--- config.mk ---
export PLATFORM = sky130hd
export DESIGN_NAME = efc_ram
export DESIGN_NICKNAME = d
export VERILOG_FILES = /design/src/rtl/efc_ram.sv
export SDC_FILE = /design/constraint.sdc
export NUM_CORES = 1
export LEC_CHECK = 0
export BUFFER_PORTS_ARGS = -buffer_cell sky130_fd_sc_hd__buf_4
export CAP_MARGIN = 20
export CORE_ASPECT_RATIO = 0.75
export CORE_MARGIN = 2
export CORE_UTILIZATION = 45
export DETAILED_ROUTE_END_ITERATION = 16
export HOLD_SLACK_MARGIN = 0.12
export PLACE_DENSITY = 0.7
export RECOVER_POWER = 100
export SLEW_MARGIN = 20
export SYNTH_ARGS = -nofsm -noshare
export SYNTH_HDL_FRONTEND = slang
export SYNTH_SLANG_ARGS = --single-unit
export TNS_END_PERCENT = 1
--- constraint.sdc ---
create_clock -name clk -period 2.2 [get_ports clk]
set_clock_uncertainty 0.2 [all_clocks]
set_input_delay 0.11 -clock clk [delete_from_list [all_inputs] [get_ports clk]]
set_output_delay 0.11 -clock clk [all_outputs]
set_load 0.005 [all_outputs]
--- src/rtl/efc_ram.sv ---
// generic single-write, single-read ram with registered read data
module efc_ram #(
  parameter int unsigned WIDTH = 8,
  parameter int unsigned DEPTH = 16,
  parameter int unsigned AW    = (DEPTH > 1) ? $clog2(DEPTH) : 1
) (
  input  logic             clk,
  input  logic             we,
  input  logic [AW-1:0]    waddr,
  input  logic [WIDTH-1:0] wdata,
  input  logic             re,
  input  logic [AW-1:0]    raddr,
  output logic [WIDTH-1:0] rdata
);

  logic [WIDTH-1:0] mem [DEPTH];

  always_ff @(posedge clk) begin
    if (we) begin
      mem[waddr] <= wdata;
    end
    if (re) begin
      rdata <= mem[raddr];
    end
  end

endmodule

==> impl_metrics.toml <==
[layout]
stdcell_count = 455
area_growth_pct = 21.2
num-nets-final = 317
antenna_cells = 0
drive_above_1_share = 0.219

[critical_path]
r2r-start = "mem[10][4]"
critPathTopFamily = "buffers and inverters"
start_kind = "input pin"
critPathMaxStageDelay_ns = 0.66
cp_common_cell = "dlygate4sd3_1"
cp_max_fo = 6
path_buf_inv = 4
worstPathArrival_ns = 2.02
slowest_stage = "dlygate4sd3_1"
crit_end = "mem[4][1]"
reg2reg_to = "rdata[4]"
reg2reg_depth = 3
endpoint_kind = "flip-flop"
crit_type = "input pin to flip-flop"
ff2ff_setup_slack_ns = 0.56
required_ns = 2.13
crit_start = "waddr[3]"
cp_num_cells = 6
cp_cell_sequence = "dlygate4sd3_1, clkbuf_1, nand3b_1, nor3_1, dlygate4sd3_1, buf_4"

[run]
cap_violations = 0

[detailed_routing]
antenna_violating_nets_post_route = 0
viasPerCell = 5.59
vias = 2542
wl_um = 10100
drt-pass1-iter-count = 4
drt_iter0_drc = 251
drc = 0
wl_per_cell_um = 22.1

[power_and_ir_drop]
powerDensity_mw_per_mm2 = 965
p_leak_nw = 2.09
ir_drop_mv = 0.626

[sta]
final.setup.tns_ns = 0
rsz0062_at_grt = "no"
relSlewSlack = 0.524
finalCritPeriodShare = 0.954
finalCriticalPeriod_ns = 2.10
final-setup-viol-count = 0
fmax_ghz = 0.476
whs_ns = 0.166
tightest_slew_ns = 0.714
hold_viol = 0
finalMaxSlewViolations = 0

[logic_synthesis]
synth_cell_types = 18
synth_edf_count = 136
synth_top_cell_by_area = "edfxtp_1"
syn_avg_cell_area_sq_um = 22.8
synthArstFlopShare = 0
syn_inst = 229
ys_seq_elements = 136
synth_area_leaders = "edfxtp_1, mux4_2, mux4_1"
synth-main-ff-cell = "edfxtp_1"
ys_seq_area_frac = 0.781
syn-cell-area_sq_mm = 0.00523
yosysTopAreaCellShare = 0.781
synth_nets = 248
synth_warnings = 0

[global_routing]
grt_max_degree = 33
antenna_found_initial = 0
grt_pass1_wl_um = 15200
grt_overflow_total = 0
top_usage_layer = "met1"
use_met3 = 0.0584
grt_pass1_vias = 2514
grtUsageMet1 = 0.249
grt.total_usage = 0.176
met2_usage = 0.249

[cts]
insertion_delay_ns = 0.42
cts_setup_buffers = 0
clk_pin_slew_ns = 0.05
numCtsBuffers = 17
clockBufferDepth = 2
cts.sinks = 136
root_buffer = "clkbuf_16"
htree_levels = 4
cts_tree = "done"

[floorplanning]
ios = 27
rows = 34
core_area_sq_mm = 0.0114
die_y_um = 97.3
dieWidth_um = 128
start_util = 0.457
dieArea_sq_mm = 0.0125

[hold_path]
hp-class = "input pin to flip-flop"

[placement]
port-buffer-count = 26
dp.cells = 408
hpwlAfterDp_um = 6310
gp_congestion = 0.722

[run_status]
status = "complete, no violations"
## tightest hold or removal path, delay by kind of cell
family / cells / cell delay [ns]
buffers and inverters: 2 / 0.28
AOI/OAI and AO/OA: 1 / 0.10
and+or+nand+nor: 2 / 0.18
## logic make-up (layout without fill, tap and decap cells)
family,Yosys count,in the layout,synth area share
buffers and inverters,10,92,0.0165
AOI/OAI and AO/OA,16,16,0.0230
and+or+nand+nor,35,35,0.0314
muxes,32,32,0.148
DFF,136,136,0.781
## metrics by stage
stage               setup slack [ns]  power [mW]  utilization  area (sq um)
floorplan                      0.397        3.13            -          5230
global placement               0.291        3.26        0.497          5680
detailed placement             0.263        3.27        0.497          5680
CTS                            0.117        6.18        0.563          6440
global route                 0.00162        6.29        0.554          6340
finish                         0.101        6.12        0.554          6340
## Yosys cell counts, types with 2 or more instances
master / count
clkdlybuf4s25_2: 3
nand3b_1: 2
nand2_1: 9
mux4_2: 18
nor3_1: 4
nor2_1: 13
edfxtp_1: 136
buf_2: 3
a22oi_1: 16
nand2b_1: 2
mux4_1: 14
buf_6: 3
## area by class of cell
class / instances / area [sq um]
fill: 866 / 5110
clock buffer: 17 / 425
timing repair buffer: 60 / 407
sequential: 136 / 4080
multi-input combinational: 83 / 1060
tap: 144 / 180
clock inverter: 15 / 184
## metal layers
layer | routed length, um | up-vias
met5 | 0 | -
met4 | 150 | 0
met3 | 793 | 15
met2 | 4630 | 89
met1 | 4510 | 1318
li1 | - | 1120
## placed cells by master, fill, tap and decap left out, types with 4 or more instances in the layout
master           n
nand2_1          9
edfxtp_1       136
mux4_1          14
clkinvlp_4       4
mux4_2          18
nor3_1           4
clkbuf_16       17
clkbuf_4         6
a22oi_1         16
clkbuf_1        27
clkinv_2         6
bufinv_16        4
nor2_1          13
buf_4            8
dlygate4sd3_1   15
## power breakdown
part	leakage, nW	switching (mW)	internal, mW
clock network	0.292	1.02	1.87
registers	1.24	0.0183	2.92
logic	0.562	0.150	0.130
total	2.09	1.19	4.93
## state kept, by name, summed over array words and instances, names as in the netlist
name   count
rdata      8
mem      128
## what timing repair did
item,in CTS,in global routing
hold buffers,15,0
endpoints found under the hold margin,172,0
resized for setup,0,0
## worst min-delay path by stage
stage | start | endpoint | slack, ns | cells past startpoint
after detailed placement | wdata[5] | mem[15][5] | 0.22 | 1
after global routing | raddr[3] | rdata[7] | 0.19 | 5
after CTS | raddr[3] | rdata[6] | 0.15 | 5
after global placement | wdata[5] | mem[14][5] | 0.21 | 1
after floorplan | wdata[0] | mem[0][0] | 0.009 | 0
final | raddr[3] | rdata[6] | 0.17 | 5
Note: power is estimated with default switching activity, not from simulation.
