--- config.mk ---
export PLATFORM = sky130hd
export DESIGN_NAME = efc_scale
export DESIGN_NICKNAME = d
export VERILOG_FILES = /design/src/rtl/efc_pkg.sv /design/src/rtl/efc_scale.sv
export SDC_FILE = /design/constraint.sdc
export NUM_CORES = 1
export LEC_CHECK = 0
export ABC_CLOCK_PERIOD_IN_PS = 11330
export BUFFER_PORTS_ARGS = -buffer_cell sky130_fd_sc_hd__buf_4
export CAP_MARGIN = 20
export CORE_MARGIN = 1.5
export CORE_UTILIZATION = 61
export DETAILED_ROUTE_END_ITERATION = 8
export PLACE_DENSITY = 0.87
export SLEW_MARGIN = 20
export SYNTH_ARGS = -nofsm -noshare
export SYNTH_HDL_FRONTEND = slang
export SYNTH_SLANG_ARGS = --single-unit
--- constraint.sdc ---
create_clock -name clk -period 11.33 [get_ports clk]
set_input_delay 0.5665 -clock clk [delete_from_list [all_inputs] [get_ports clk]]
set_output_delay 0.5665 -clock clk [all_outputs]
set_load 0.02 [all_outputs]
--- src/rtl/efc_pkg.sv ---
// shared types and constants of the effective frequency block
package efc_pkg;

  localparam int unsigned NUM_CPUS_DEF = 16;

  localparam int unsigned CPU_W    = 4;
  localparam int unsigned COUNT_W  = 64;
  localparam int unsigned HALF_W   = COUNT_W / 2;
  localparam int unsigned TSC_W    = 34;
  localparam int unsigned FREQ_W   = 20;

  localparam logic [TSC_W-1:0] TSC_RESET = TSC_W'(64'd1000000000);

  // timestamp scaling: tsc_freq_hz / 100 as ((tsc_freq_hz >> 2) * m) >> 35
  localparam int unsigned SCALE_DIV    = 100;
  localparam int unsigned SCALE_W      = 28;
  localparam int unsigned SCALE_PRE    = 2;
  localparam int unsigned SCALE_SHIFT  = 35;
  localparam int unsigned SCALE_PROD_W = SCALE_SHIFT + SCALE_W;
  localparam logic [TSC_W-SCALE_PRE-1:0] SCALE_MAGIC = 32'h51EB_851F;
  localparam logic [SCALE_W-1:0] SCALE_RESET = SCALE_W'(TSC_RESET / SCALE_DIV);

  // final divide by 10000, folded into the denominator
  localparam int unsigned FREQ_DIV   = 10000;
  localparam int unsigned FREQ_DIV_W = $clog2(FREQ_DIV);

  localparam int unsigned PROD_W     = COUNT_W + SCALE_W;
  localparam int unsigned DEN_W      = COUNT_W + FREQ_DIV_W;
  localparam int unsigned DV_W       = DEN_W + FREQ_W;
  localparam int unsigned QUOT_STEPS = FREQ_W + 1;
  localparam int unsigned STEP_W     = $clog2(QUOT_STEPS);

  localparam logic OP_PRIME  = 1'b0;
  localparam logic OP_UPDATE = 1'b1;

  typedef struct packed {
    logic [COUNT_W-1:0] prev_actual;
    logic [COUNT_W-1:0] prev_reference;
    logic [COUNT_W-1:0] actual_delta;
    logic [COUNT_W-1:0] reference_delta;
  } entry_t;

  typedef struct packed {
    logic               busy;
    logic [SCALE_W-1:0] value;
  } scale_status_t;

  typedef enum logic [2:0] {
    ST_IDLE,
    ST_UPDATE,
    ST_MUL0,
    ST_MUL1,
    ST_QUOT,
    ST_DONE
  } state_t;

endpackage

--- src/rtl/efc_scale.sv ---
// reciprocal-multiply scaling of the timestamp frequency by 1/100 after each config write
module efc_scale (
  input  logic                        clk,
  input  logic                        rst,
  input  logic                        cfg_we,
  input  logic [efc_pkg::TSC_W-1:0]   cfg_wdata,
  output efc_pkg::scale_status_t      status
);
  import efc_pkg::*;

  logic                          busy;
  logic [TSC_W-SCALE_PRE-1:0]    num;
  logic [SCALE_W-1:0]            quot;
  logic [SCALE_PROD_W-1:0]       prod;

  // n / 4 then / 25 by rounded-up reciprocal, exact for every 32-bit n / 4
  assign prod = SCALE_PROD_W'(num) * SCALE_PROD_W'(SCALE_MAGIC);

  always_ff @(posedge clk) begin
    if (rst) begin
      busy <= 1'b0;
      quot <= SCALE_RESET;
    end else if (cfg_we) begin
      busy <= 1'b1;
    end else if (busy) begin
      quot <= prod[SCALE_PROD_W-1:SCALE_SHIFT];
      busy <= 1'b0;
    end
  end

  always_ff @(posedge clk) begin
    if (cfg_we) begin
      num <= cfg_wdata[TSC_W-1:SCALE_PRE];
    end
  end

  assign status = '{busy: busy, value: quot};

endmodule

==> qor.txt <==
FFs w/ async S/R, synth: 0
Routed Antenna Nets: 0
CP Capture Type: flip-flop
Post-route clock period utilization: 0.699
Slew Limit Fails: 0
M1 wire length: 18600 µm
Routed met2 length: 21700 µm
Initial Utilization: 0.619
Initial DRT Pass Iterations: 5
Total GRT Usage: 0.326
Final worst slack: 3410 ps
Main synth FF type: edfxtp_1
Crit Path Class: flip-flop to flip-flop
Mapped Nets: 2675
Utilization after layout: 0.658
Startpoint types: flip-flop
Detailed Place HPWL: 42000 µm
Vias in the first global route: 14424
Post-CTS Setup Repair Bufs: 0
DRC errors left: 0
Crit path max-delay family: adder cells
Yosys warning count: 0
CTS tree: built
Largest driver fanout on the critical path: 10
Clock sinks: 61
Top cell by count, worst path: fa_1
CTS Buffer Depth: 2
Max Cap Violations: 0
Clock tree skew after final layout: 20.6 ps
Largest net degree at the start of global routing: 41
GPL Wtd Cong: 1.02
Crit path DAT: 8190 ps
Resized cells post-CTS: 0
Sequential area share after synthesis: 0.0816
Met3 WL: 4660 µm
CTS Buf Count: 9
Largest stage delay, worst path: 780 ps
Endpoints failing setup: 0
Die width: 179 µm
Top Layer Used: met5
Die Ht: 179 µm
Rows: 64
Flops & latches, synth: 61
I/O pin count: 66
Pre-CTS setup slack: 3560 ps
Core Area: 30500 µm²
Hold path depth: 1
Routed WL: 47200 µm
Fmax: 126 MHz
HP Class: primary input to flip-flop
Req. time, crit path: 11600 ps
Final TNS setup: 0 ps
Reg-to-reg setup timing slack: 3410 ps
Root buf cell: clkbuf_16
Beginning of the worst hold path: cfg_wdata[31]
Cell count after synthesis: 1856
Area Growth Syn to Fin: 6.36%
Cts hold-fix bufs: 0
Diode count: 0
Syn_area_per_cell: 10.2 µm²
Via/cell ratio: 5.57
Min-Delay Endpoint: num[29]
Initial antenna violation count: 1
Final net count: 2735
Worst-path clk slew: 70 ps
Layout cells sized above 1: 0.0500
Worst slew margin: 0.457
H-tree depth: 3
Die ar.: 32000 µm²
Worst-Margin Slew: 815 ps
Clock latency on the worst-skew pair: 390 ps
Critical R2R Capture: quot[20]
WP buf/inv: 4
Number of port buffers: 63
Drt wl/cell: 20.4 µm
Crit path time final: 7920 ps
Post-Syn Area: 18900 µm²
Initial DRC count: 723
FF-to-FF Start: num[10]
Worst r2r path cells: 23
Global-route wire length before repair: 76200 µm
Critical Path Slowest Stage Cell: edfxtp_1
Post-synth EDFFs: 32
Crit path depth: 23
Vias: 12901
Worst path cell trace: ha_1, fa_1, fa_1, inv_1, fa_1, inv_1, fa_1, fa_1, fa_1, inv_1, fa_1, inv_1, ha_1, nand2_1, nor3_2, o2111ai_1, a311oi_1, nor3_2, o41ai_2, a221oi_2, o21ai_2, xnor2_1, o21ai_1
Fin. Hold Viols: 0
Yosys cell types: 61
Outcome: complete, no violations
Grt total ovfl: 0
Fill cells: 2278
RSZ-0062 raised after global routing: no
-- how the worst max path moves through the flow --
stage / to / start / slack (ps)
after floorplan: quot[21] / num[16] / 4690
after global placement: quot[21] / num[16] / 3620
after detailed placement: quot[20] / num[6] / 3560
after CTS: quot[21] / num[6] / 3500
after global routing: quot[20] / num[14] / 3140
final: quot[20] / num[10] / 3410
-- metrics by stage --
step                      instance area [µm²]  hold slack, ps  std cells
final                                   20100             350       2317
after global routing                    20100             348       2317
after CTS                               20100             339       2317
after detailed placement                19800             445       2301
after global placement                  19800             441       2301
after floorplan                         18900             530       1856
-- routing by layer --
metal | global-route usage | up-vias
li1 | - | 5864
met1 | 0.408 | 6415
met2 | 0.505 | 485
met3 | 0.117 | 135
met4 | 0.151 | 2
met5 | 0 | -
-- flip-flops by register name, indices dropped and copies added (netlist names) --
| name | count |
|---|---|
| quot | 28 |
| num | 32 |
| busy | 1 |
-- Yosys cell counts (15+ instances only) --
library cell	instances	area, µm²
inv_1	615	2310
ha_1	393	4920
fa_1	389	7790
a21oi_1	77	385
nand2_1	62	233
edfxtp_1	32	961
dfxtp_1	29	581
nor2_1	27	101
a21o_1	23	173
xnor2_1	20	175
nand3_1	18	90.1
o21ai_0	18	90.1
o21ai_1	18	90.1
nand4_1	15	93.8
-- logic make-up after synthesis --
| logic type | synth area share |
|---|---|
| AO/OA/AOI/OAI | 0.0670 |
| XOR/XNOR | 0.0102 |
| flip-flops | 0.0816 |
| buffers and inverters | 0.126 |
| AND/OR/NAND/NOR | 0.0425 |
| adder cells (fa/ha/maj) | 0.673 |
-- area by class of cell --
type	instances	area, µm²	share of cell area
Tap cell	396	495	0.0247
Inverter	616	2310	0.115
Sequential cell	61	1540	0.0767
Clock buffer	9	225	0.0112
Timing Repair Buffer	65	488	0.0243
Multi-Input combinational cell	1163	15000	0.745
Clock inverter	7	57.6	0.00287
-- cell usage in the layout, fill, tap and decap left out, types with 20 or more instances in the layout --
master	instances
nor2_1	27
buf_4	65
xnor2_1	20
a21oi_1	77
edfxtp_1	32
dfxtp_1	29
fa_1	389
a21o_1	23
ha_1	393
nand2_1	62
inv_1	615
Power is not shown: default switching activity piles up to over one toggle a cycle in this logic, so the estimate is an artifact.
